**config.mk**
```make
export PLATFORM = sky130hd
export DESIGN_NAME = wmd_div_step
export DESIGN_NICKNAME = d
export VERILOG_FILES = /design/src/rtl/wmd_pkg.sv /design/src/rtl/wmd_div_step.sv
export SDC_FILE = /design/constraint.sdc
export NUM_CORES = 1
export LEC_CHECK = 0
export CAP_MARGIN = 40
export CORE_MARGIN = 5
export CORE_UTILIZATION = 35
export CTS_CLUSTER_SIZE = 14
export DETAILED_ROUTE_END_ITERATION = 6
export DONT_BUFFER_PORTS = 1
export PLACE_DENSITY = 0.57
export SLEW_MARGIN = 20
export SYNTH_ARGS = -nofsm -noshare
export SYNTH_HDL_FRONTEND = slang
export SYNTH_SLANG_ARGS = --single-unit
```
**constraint.sdc**
```tcl
create_clock -name clk -period 5.49 [get_ports clk]
set_input_delay 1.647 -clock clk [delete_from_list [all_inputs] [get_ports clk]]
set_output_delay 1.647 -clock clk [all_outputs]
set_load 0.01 [all_outputs]
```
**src/rtl/wmd_pkg.sv**
```systemverilog
// ----------------------------------------------------------------------------
// wmd_pkg
// Shared widths and the record carried down the divider pipeline.
// ----------------------------------------------------------------------------
package wmd_pkg;

  localparam int WORD_W    = 64;
  localparam int PROD_W    = 2 * WORD_W;
  localparam int HALF_W    = WORD_W / 2;
  localparam int DIV_STEPS = PROD_W;

  typedef struct packed {
    logic              valid;
    logic              dz;     // divisor zero: word is rotated, not divided
    logic [WORD_W-1:0] d;
    logic [WORD_W-1:0] rem;
    logic [PROD_W-1:0] n;      // dividend bits out at top, quotient bits in at bottom
  } div_stage_t;

endpackage

```
**src/rtl/wmd_div_step.sv**
```systemverilog
// ----------------------------------------------------------------------------
// wmd_div_step
// One registered restoring-division step: one quotient bit per stage.
// ----------------------------------------------------------------------------
module wmd_div_step (
  input  logic                clk,
  input  logic                rst_n,
  input  logic                en,
  input  wmd_pkg::div_stage_t in_stage,
  output wmd_pkg::div_stage_t out_stage
);
  import wmd_pkg::*;

  div_stage_t        st_r, st_nxt;
  logic [WORD_W:0]   rem2;
  logic [WORD_W:0]   diff;
  logic              ge;

  always_comb begin
    rem2   = {in_stage.rem, in_stage.n[PROD_W-1]};
    ge     = (rem2 >= {1'b0, in_stage.d});
    diff   = rem2 - {1'b0, in_stage.d};
    st_nxt = in_stage;
    st_nxt.rem = ge ? diff[WORD_W-1:0] : rem2[WORD_W-1:0];
    // zero divisor: rotate so the product comes back intact after all steps
    st_nxt.n   = {in_stage.n[PROD_W-2:0], in_stage.dz ? in_stage.n[PROD_W-1] : ge};
  end

  always_ff @(posedge clk) begin
    if (!rst_n) begin
      st_r.valid <= 1'b0;
    end else if (en) begin
      st_r.valid <= st_nxt.valid;
    end
  end

  always_ff @(posedge clk) begin
    if (en) begin
      st_r.dz  <= st_nxt.dz;
      st_r.d   <= st_nxt.d;
      st_r.rem <= st_nxt.rem;
      st_r.n   <= st_nxt.n;
    end
  end

  assign out_stage = st_r;

endmodule

```
=== After elaboration in Yosys (flattened, before gate mapping) ===
Cells that the tools add are included.

* Word-level logic and storage cells: 9
* Output and inout port bits: 258
* Register bits after elaboration: 258
* Bits of input ports: 261

* Add/sub/neg operators: 1
* Order comparisons: 1
* Multiplexer cells: 2

{| class="wikitable"
|+ Operators by type and width
! operator !! number
|-
| $ge A65 B64 Y1 || 1
|-
| $mux W64 || 1
|-
| $sub A64 B64 Y64 || 1
|-
| $mux W1 || 1
|}

=== Depth between registers and ports, before layout ===
Gate-level depths: netlist (run 1).

* Depth after elaboration: 2
* Mapped depth: 15
* Gate-level depth less buffers: 14

=== Least setup slack after synthesis (run 1) ===
No wires, ideal clock.

* Kind: in2reg
* Start: input port in_stage[127] in the netlist's numbering
* End: register st_r (netlist bit out_stage[188]), data pin
* Library setup time: 260 ps
* Path buffers: 0
* Arrival: 4,381 ps
* Required time: 5,230 ps
* Stages: 14
* Setup slack: 849 ps
* Cells stage by stage: inv_1 ha_1 inv_1 fa_1 a21oi_1 o221ai_1 o21bai_1 o221ai_1 and4_1 or4b_1 a21oi_1 o31ai_1 xnor2_1 mux2_4

{| class="wikitable"
|+ RTL lines
! element !! line !! source
|-
| from (decl) || wmd_div_step.sv:9 || <nowiki>input wmd_pkg::div_stage_t in_stage,</nowiki>
|-
| to (decl) || wmd_div_step.sv:14 || <nowiki>div_stage_t st_r, st_nxt;</nowiki>
|}

==> flow_metrics.py, run 1 <==
metrics = {
    "final_layout": {
        "final_core_util": 0.392,
        "largest_reg_flops": 258,
        "layout.nets": 1319,
        "drive_gt1_frac": 0.131,
        "final_common_cell": "edfxtp_1",
        "area_delta_synth_final_pct": 10.6,
        "fin_area_sq_um": 14400,
        "layout_common_cells": "edfxtp_1, a21oi_1, inv_1",
    },
    "synthesis": {
        "synthCells": 996,
        "synth_nets": 1322,
        "syn_area_sq_um": 13000,
        "synth_cell_types": 61,
        "synthTopCellsByArea": "edfxtp_1, ha_1, mux2_4",
        "netlist.area_leader.share": 0.593,
        "ys_ff_latch": 258,
        "avgSynthCellArea_sq_um": 13.1,
        "async_flop_share": 0,
        "synth-edff-count": 257,
        "yosys_most_used_dff": "edfxtp_1",
        "yosysWarnings": 0,
        "seq_area_frac_synth": 0.595,
        "yosys.area.top_type": "edfxtp_1",
    },
    "worst_setup_path": {
        "r2r_start": "out_stage[257]$_SDFFE_PN0P_",
        "cp_slowest_cell": "or4b_1",
        "crit_fanout": 3,
        "path_buf_inv": 2,
        "worst_setup_path_end_kind": "flip-flop",
        "path_cells": "inv_1, ha_1, inv_1, fa_1, a21oi_1, o221ai_1, o21bai_1, o221ai_1, and4_1, or4b_1, a21oi_1, o31ai_1, xnor2_1, mux2_4",
        "slowest_delay_ns": 0.48,
        "worstRegToRegCells": 2,
        "r2r-end": "out_stage[257]$_SDFFE_PN0P_",
        "worstSetupPathType": "input pin to flip-flop",
        "rrSetupSlack_ns": 4.85,
        "critPathLaunchType": "input pin",
        "path_delay_family": "compound AO/OA/AOI/OAI gates",
        "worstPathArrival_ns": 5.19,
        "crit_required_ns": 5.81,
    },
    "cts": {
        "htreeDepth": 1,
        "ctsHoldBuffers": 0,
        "cts_setup_buffers": 0,
        "clockBufferDepth": 3,
        "clkTransAtPathRegs_ns": 0.07,
        "cts_tree": "done",
        "postCtsResizedCells": 0,
        "clock-sinks": 258,
        "clock_latency_ns": 0.56,
        "numCtsBuffers": 30,
        "cts-root-buf": "clkbuf_16",
    },
    "floorplanning": {
        "initial_core_util": 0.355,
        "num_rows": 70,
        "die-width_um": 203,
        "die-area_sq_um": 41100,
        "die_h_um": 203,
        "ios": 519,
        "coreArea_sq_um": 36700,
    },
    "route": {
        "antenna_left": 0,
        "drt_iter0_markers": 528,
        "drc": 0,
        "routed_wl_um": 40900,
        "wl_per_cell_um": 27.5,
        "firstDrtPassIters": 5,
        "num_vias": 8024,
        "viasPerCell": 5.40,
    },
    "power_and_ir_drop": {
        "p_int_mw": 3.94,
        "clkPwrFrac": 0.371,
        "cellPowerDensity_nw_per_um2": 371,
        "p_sw_mw": 1.41,
        "peakVddDrop_uv": 223,
        "pwr-share-seq": 0.496,
        "comb_power_share": 0.133,
        "switching_share": 0.263,
        "power_leakage_nw": 5.53,
    },
    "sta": {
        "fmax_mhz": 205,
        "setup_viol": 0,
        "rsz0062_at_grt": "no",
        "worst_pin_slew_ns": 0.768,
        "hold_slack_ns": 0.579,
        "final.setup.tns_ns": 0,
        "drv_slew": 0,
        "fin_skew_ns": 0,
        "fin_crit_ns": 4.87,
        "hold_violations": 0,
        "post-route-period-util": 0.888,
        "slew-limit-headroom": 0.488,
    },
    "grt": {
        "grt_util_all_layers": 0.186,
        "grt_overflow": 0,
        "grt_pass1_wl_um": 57200,
        "grt_start_max_net_pins": 259,
        "antenna_found_initial": 2,
        "grt_pass1_vias": 8148,
    },
    "placed_design": {
        "port_buffers": 0,
        "place_congestion": 0.838,
        "dp_hpwl_um": 32000,
        "placed_cell_area_sq_um": 13400,
    },
    "worst_hold_path": {
        "hold_class": "flip-flop to flip-flop",
        "min_to": "out_stage[257]$_SDFFE_PN0P_",
        "min_path_cells": 2,
        "hp-start": "out_stage[257]$_SDFFE_PN0P_",
    },
    "job": {
        "maxCapViolCount": 0,
    },
    "outcome": {
        "status": "complete, no violations",
    },
}
## how the worst max path moves through the flow
stage	from	to	slack [ns]	depth (start not counted)
floorplan	in_stage[127]	out_stage[188]$_DFFE_PP_	0.85	14
finish	in_stage[127]	out_stage[188]$_DFFE_PP_	0.62	14
global route	in_stage[127]	out_stage[188]$_DFFE_PP_	0.50	14
detailed placement	in_stage[127]	out_stage[188]$_DFFE_PP_	0.11	14
CTS	in_stage[127]	out_stage[188]$_DFFE_PP_	0.73	14
global placement	in_stage[127]	out_stage[188]$_DFFE_PP_	0.18	14
## layer usage
metal	vias to the layer above	GRT usage	routed length (um)
li1	3700	-	-
met1	3871	0.194	14000
met2	396	0.326	20600
met3	55	0.0979	5120
met4	2	0.0592	1230
met5	-	0	7
## kinds of logic after synthesis
family	after synthesis	synth area share
DFF	258	0.595
AOI/OAI and AO/OA	229	0.109
and+or+nand+nor	188	0.0754
buffers and inverters	130	0.0466
muxes	65	0.0696
adders and majority gates	65	0.0631
xor gates and xnor gates	61	0.0411
## synth_stat cells, drive strengths merged (6+ instances only)
cell type / number
o21ai: 46
buf: 13
a31oi: 11
nand2b: 9
a21o: 25
nand4: 33
nand3: 9
ha: 64
nor2: 42
or3: 6
clkbuf: 32
a21oi: 86
inv: 84
nand2: 48
o21bai: 20
xnor2: 37
mux2: 63
xor2: 24
edfxtp: 257
nor3: 10
o21a: 9
## per-stage QoR
stage               power (mW)  cells  setup slack [ns]
detailed placement        3.41   1429             0.109
CTS                       5.43   1485             0.730
global placement          3.41   1429             0.177
floorplan                 3.19    996             0.849
global route              5.59   1485             0.498
finish                    5.34   1486             0.616
## cell type report
cell class | count | area [sq um]
inverters | 85 | 319
flip-flops and latches | 258 | 7740
repair buffers | 10 | 100
well taps | 468 | 586
multi-input cells | 608 | 4670
clock buffers | 37 | 798
fillers | 3447 | 22300
diodes | 1 | 2.50
clock inverters | 19 | 183
## power groups by stage
| stage | clock (mW) | combinational [mW] | sequential [mW] |
|---|---|---|---|
| floorplan | 0 | 0.579 | 2.61 |
| global placement | 0 | 0.705 | 2.70 |
| detailed placement | 0 | 0.711 | 2.70 |
| CTS | 2.06 | 0.714 | 2.66 |
| global route | 2.15 | 0.782 | 2.66 |
| finish | 1.98 | 0.711 | 2.65 |
## worst min-delay path: cells and delay by family, from the launching register on
kind,cells,cell delay (ns)
and+or+nand+nor,1,0.06
DFF,1,0.34
muxes,1,0.14
(Power assumes the default switching activity.)
==> run 2, diff against run 1 <==
Settings changed: ABC_AREA set to 1, CORE_ASPECT_RATIO set to 0.5, GPL_ROUTABILITY_DRIVEN set to 1.
==> flow_metrics.py, run 2 <==
metrics = {
    "outcome": {
        "status": "complete, no violations",
    },
    "final_layout": {
        "layout_common_cells": "nand2_1, inv_1, edfxtp_1",
        "final_common_cell": "nand2_1",
        "area_delta_synth_final_pct": 9.35,
        "drive_gt1_frac": 0.0479,
        "largest_reg_flops": 258,
        "nFillCells": 4348,
        "layout.nets": 2171,
    },
    "grt": {
        "grt_overflow": 0,
        "antenna_found_initial": 1,
        "grt_util_all_layers": 0.198,
        "grt_start_max_net_pins": 260,
        "grt_pass1_vias": 10600,
        "grt_pass1_wl_um": 69800,
    },
    "placed_design": {
        "pre_cts_ws_ns": 1.14,
        "place_congestion": 0.981,
        "port_buffers": 0,
        "dp_hpwl_um": 40500,
    },
    "power_and_ir_drop": {
        "peakVddDrop_uv": 229,
        "power_leakage_nw": 7.97,
        "cellPowerDensity_nw_per_um2": 308,
    },
    "synthesis": {
        "synth_most_common_cell": "nand2_1",
        "avgSynthCellArea_sq_um": 8.16,
        "async_flop_share": 0,
        "yosys_most_used_dff": "edfxtp_1",
        "synthTopCellsByArea": "edfxtp_1, nand2_1, inv_1",
        "ys_top_cells_by_count": "nand2_1, inv_1, edfxtp_1",
        "seq_area_frac_synth": 0.518,
        "yosysWarnings": 0,
        "ys_ff_latch": 258,
        "synth_cell_types": 33,
        "netlist.area_leader.share": 0.516,
        "yosys.area.top_type": "edfxtp_1",
        "synth_nets": 2158,
        "syn_area_sq_um": 14900,
        "synth-edff-count": 257,
        "synthCells": 1832,
    },
    "sta": {
        "post-route-period-util": 0.704,
        "rsz0062_at_grt": "no",
        "worst_pin_slew_ns": 1.13,
        "finalWorstSetupSlack_ns": 1.62,
        "hold_violations": 0,
        "fmax_mhz": 259,
        "setup_viol": 0,
        "slew-limit-headroom": 0.248,
        "final.setup.tns_ns": 0,
        "drv_slew": 0,
        "fin_skew_ns": 0,
        "fin_crit_ns": 3.87,
    },
    "worst_setup_path": {
        "worstRegToRegCells": 2,
        "r2r_start": "out_stage[257]$_SDFFE_PN0P_",
        "worstSetupPathType": "input pin to flip-flop",
        "r2r-end": "out_stage[257]$_SDFFE_PN0P_",
        "crit_fanout": 20,
        "rrSetupSlack_ns": 4.75,
        "worstPathArrival_ns": 4.18,
        "crit_path_start": "in_stage[252]",
        "crit_required_ns": 5.80,
        "critPathLaunchType": "input pin",
        "worst_setup_path_end_kind": "flip-flop",
    },
    "floorplanning": {
        "die_h_um": 156,
        "coreArea_sq_um": 42100,
        "die-width_um": 302,
        "num_rows": 53,
        "ios": 519,
        "initial_core_util": 0.355,
        "die-area_sq_um": 47200,
    },
    "worst_hold_path": {
        "hold_class": "flip-flop to flip-flop",
        "min_to": "out_stage[257]$_SDFFE_PN0P_",
        "min_path_cells": 2,
        "hp-start": "out_stage[257]$_SDFFE_PN0P_",
    },
    "route": {
        "routed_wl_um": 49700,
        "drc": 0,
        "drt_iter0_markers": 988,
        "antenna_left": 0,
        "wl_per_cell_um": 20.4,
        "firstDrtPassIters": 5,
        "num_vias": 11500,
        "viasPerCell": 4.74,
    },
    "cts": {
        "ctsHoldBuffers": 0,
        "clkTransAtPathRegs_ns": 0.06,
        "numCtsBuffers": 25,
        "clock-sinks": 258,
        "cts_setup_buffers": 0,
        "clockBufferDepth": 3,
        "postCtsResizedCells": 0,
        "htreeDepth": 1,
        "cts-root-buf": "clkbuf_16",
        "clock_latency_ns": 0.55,
        "cts_tree": "done",
    },
    "job": {
        "maxCapViolCount": 0,
    },
}
## run 2: cell types whose count changed after synthesis, sizes merged, moves of 19 or more
cell    delta
a21o      -25
mux2      -63
nand2    +650
nand3    +139
o21bai    -19
a21oi     -38
clkbuf    -21
o21ai     -36
nand4     -27
xnor2     -37
inv      +312
nor2      +73
## run 2: layout make-up
cell class              count  area (sq um)  share of cell area
well taps                 577           722              0.0442
inverters                 398          1490              0.0914
flip-flops and latches    258          7740               0.474
repair buffers              5          70.1             0.00429
clock buffers              28           637              0.0390
diodes                      1          2.50            0.000153
multi-input cells        1157          5590               0.342
clock inverters            11          86.3             0.00528
## run 2: stage by stage
| stage | instance area [sq um] | util | power, mW | cells | hold WS [ns] |
|---|---|---|---|---|---|
| 3_5_place_dp | 15600 | 0.371 | 3.46 | 2395 | 0.601 |
| 2_1_floorplan | 14900 | - | 3.18 | 1832 | 0.555 |
| 5_1_grt | 16300 | 0.388 | 5.28 | 2435 | 0.630 |
| 6_report | 16300 | 0.388 | 5.03 | 2435 | 0.606 |
| 3_3_place_gp | 15600 | 0.370 | 3.46 | 2394 | 0.584 |
| 4_1_cts | 16300 | 0.388 | 5.09 | 2434 | 0.610 |
## run 2: worst max path at each step
| stage | to | slack [ns] | cells past startpoint |
|---|---|---|---|
| CTS | out_stage[164]$_DFFE_PP_ | 1.75 | 11 |
| finish | out_stage[164]$_DFFE_PP_ | 1.62 | 11 |
| global placement | out_stage[170]$_DFFE_PP_ | 0.77 | 11 |
| global route | out_stage[164]$_DFFE_PP_ | 1.54 | 11 |
| detailed placement | out_stage[164]$_DFFE_PP_ | 1.14 | 11 |
| floorplan | out_stage[160]$_DFFE_PP_ | 2.02 | 15 |
## run 2: cell families after synthesis
family	count (synthesis)	synth area share
buf+inv	417	0.108
fa+ha+maj	65	0.0549
simple gates	1002	0.281
compound gates	59	0.0199
flops	258	0.518
xor+xnor	31	0.0182
## run 2: power breakdown
group          leakage (nW)  total (mW)  switching [mW]  internal, mW
Combinational          5.10       0.807           0.552         0.255
Sequential             2.52        2.62           0.204          2.42
Clock                 0.348        1.60           0.766         0.838
## run 2: layer usage
layer	vias up	track usage	routed length, um
li1	5741	-	-
met3	54	0.0528	4100
met5	-	0.00893	55
met2	415	0.336	24000
met4	2	0.0380	938
met1	5333	0.257	20600
## run 2: critical path: stages
cell and delay (ns):
inv_1 0.02, ha_1 0.34, a21oi_1 0.23, o21ai_0 0.18, a21oi_1 0.34, nand3_2 0.15, nor2_4 0.47, nand2_4 0.30
buf_4 0.31, nand3_1 0.10, nand2_1 0.06
==> run 3, diff against run 2 <==
Clock period 5.49 ns to 3.7 ns, I/O delays scaled along.
==> flow_metrics.py, run 3 (synthesis gave the netlist of run 2 again) <==
metrics = {
    "worst_setup_path": {
        "worst_setup_path_end_kind": "flip-flop",
        "cp_slowest_cell": "ha_1",
        "path_cells": "inv_1, ha_1, inv_2, nor3_2, nand2_1, nor2_1, nand2_1, a21oi_1, nor2_4, nand2_4, buf_4, o21ai_0",
        "crit_fanout": 14,
        "slowest_delay_ns": 0.36,
        "path_delay_family": "simple AND/OR/NAND/NOR gates",
        "crit_required_ns": 4.02,
        "worstPathArrival_ns": 3.30,
        "critPathLaunchType": "input pin",
        "worstSetupPathType": "input pin to flip-flop",
        "path_buf_inv": 3,
        "cpMostUsedCell": "nand2_1",
    },
    "sta": {
        "fin_crit_ns": 2.99,
        "final.setup.tns_ns": 0,
        "hold_violations": 0,
        "worst_pin_slew_ns": 0.577,
        "rsz0062_at_grt": "no",
        "setup_viol": 0,
        "drv_slew": 0,
        "hold_slack_ns": 0.594,
        "post-route-period-util": 0.807,
        "fin_skew_ns": 0,
        "fmax_mhz": 335,
        "slew-limit-headroom": 0.615,
    },
    "final_layout": {
        "layout_common_cells": "nand2_1, inv_1, edfxtp_1",
        "final_common_cell": "nand2_1",
        "drive_gt1_frac": 0.0525,
        "area_delta_synth_final_pct": 9.91,
        "largest_reg_flops": 258,
        "fin_area_sq_um": 16400,
        "diodes": 0,
        "nFillCells": 4313,
        "layout.nets": 2180,
    },
    "route": {
        "antenna_left": 0,
        "routed_wl_um": 51000,
        "drc": 0,
        "wl_per_cell_um": 20.9,
        "viasPerCell": 4.81,
        "firstDrtPassIters": 6,
        "num_vias": 11700,
        "drt_iter0_markers": 1148,
    },
    "worst_hold_path": {
        "hold_class": "flip-flop to flip-flop",
    },
    "grt": {
        "grt_pass1_vias": 11000,
        "grt_util_all_layers": 0.204,
        "met1_usage": 0.270,
        "grt_pass1_wl_um": 72100,
        "antenna_found_initial": 0,
        "grt_most_used_layer": "met2",
        "gr-usage-met2": 0.345,
        "grt_start_max_net_pins": 260,
        "grt.met3_usage": 0.0499,
        "grt_overflow": 0,
    },
    "power_and_ir_drop": {
        "cellPowerDensity_nw_per_um2": 461,
        "power_leakage_nw": 8.03,
        "peakVddDrop_uv": 352,
        "total_power_mw": 7.57,
    },
    "cts": {
        "cts_setup_buffers": 0,
        "ctsHoldBuffers": 0,
        "clockBufferDepth": 3,
        "numCtsBuffers": 25,
        "cts_tree": "done",
        "postCtsResizedCells": 0,
        "htreeDepth": 1,
        "clkTransAtPathRegs_ns": 0.06,
        "clock_latency_ns": 0.56,
        "clock-sinks": 258,
        "cts-root-buf": "clkbuf_16",
    },
    "floorplanning": {
        "num_rows": 53,
        "ios": 519,
        "initial_core_util": 0.355,
        "die-area_sq_um": 47200,
        "coreArea_sq_um": 42100,
        "die_h_um": 156,
        "die-width_um": 302,
    },
    "placed_design": {
        "place_congestion": 0.963,
        "port_buffers": 0,
        "dp_hpwl_um": 41600,
        "placed_cell_area_sq_um": 15700,
    },
    "outcome": {
        "status": "complete, no violations",
    },
    "job": {
        "maxCapViolCount": 0,
    },
}
==> run 3: cell count changes in the layout (fill, tap and decap cells not counted), sizes merged <==
cell      previous run  this run
bufinv               0         1
clkinv               8         9
diode                1         0
buf                  5        14
clkinvlp             2         1
==> run 3: worst reg2reg max path, delay by kind of cell, from the launching register on <==
kind	cells	cell delay (ns)
DFF	1	0.34
AOI/OAI and AO/OA	2	0.23
==> run 3: path summary, 6_finish.rpt <==
kind                            cells past startpoint                     endpoint  slack [ns]                   startpoint
worst max-delay path                               12     out_stage[128]$_DFFE_PP_        0.71                in_stage[254]
worst min-delay path                                2  out_stage[257]$_SDFFE_PN0P_        0.59  out_stage[257]$_SDFFE_PN0P_
worst max register to register                      2  out_stage[257]$_SDFFE_PN0P_        3.00  out_stage[257]$_SDFFE_PN0P_
worst min register to register                      2  out_stage[257]$_SDFFE_PN0P_        0.59  out_stage[257]$_SDFFE_PN0P_
==> run 3: layout make-up <==
type	count	area [sq um]	share of cell area
flip-flops and latches	258	7740	0.471
multi-input cells	1157	5590	0.340
inverters	398	1490	0.0910
well taps	577	722	0.0440
clock buffers	28	637	0.0388
repair buffers	14	130	0.00792
clock inverters	12	113	0.00686
==> run 3: stage by stage <==
| stage | utilization | worst slack, ns | instances |
|---|---|---|---|
| after global placement | 0.372 | 0.210 | 2404 |
| after detailed placement | 0.372 | 0.214 | 2404 |
| after floorplan | - | 0.772 | 1832 |
| after global routing | 0.390 | 0.489 | 2444 |
| final | 0.390 | 0.714 | 2444 |
| after CTS | 0.390 | 0.809 | 2444 |
==> run 3: power breakdown <==
group          internal (mW)  leakage, nW  total [mW]  switching, mW
combinational          0.385         5.15        1.22          0.837
clock                   1.31        0.363        2.46           1.14
sequential              3.58         2.52        3.89          0.306
total                   5.28         8.03        7.57           2.29
==> run 3: per-layer routing <==
metal | wire length (um) | vias up
met4 | 1020 | 0
met3 | 4350 | 56
li1 | - | 5756
met2 | 24300 | 414
met1 | 21400 | 5523
met5 | 0 | -
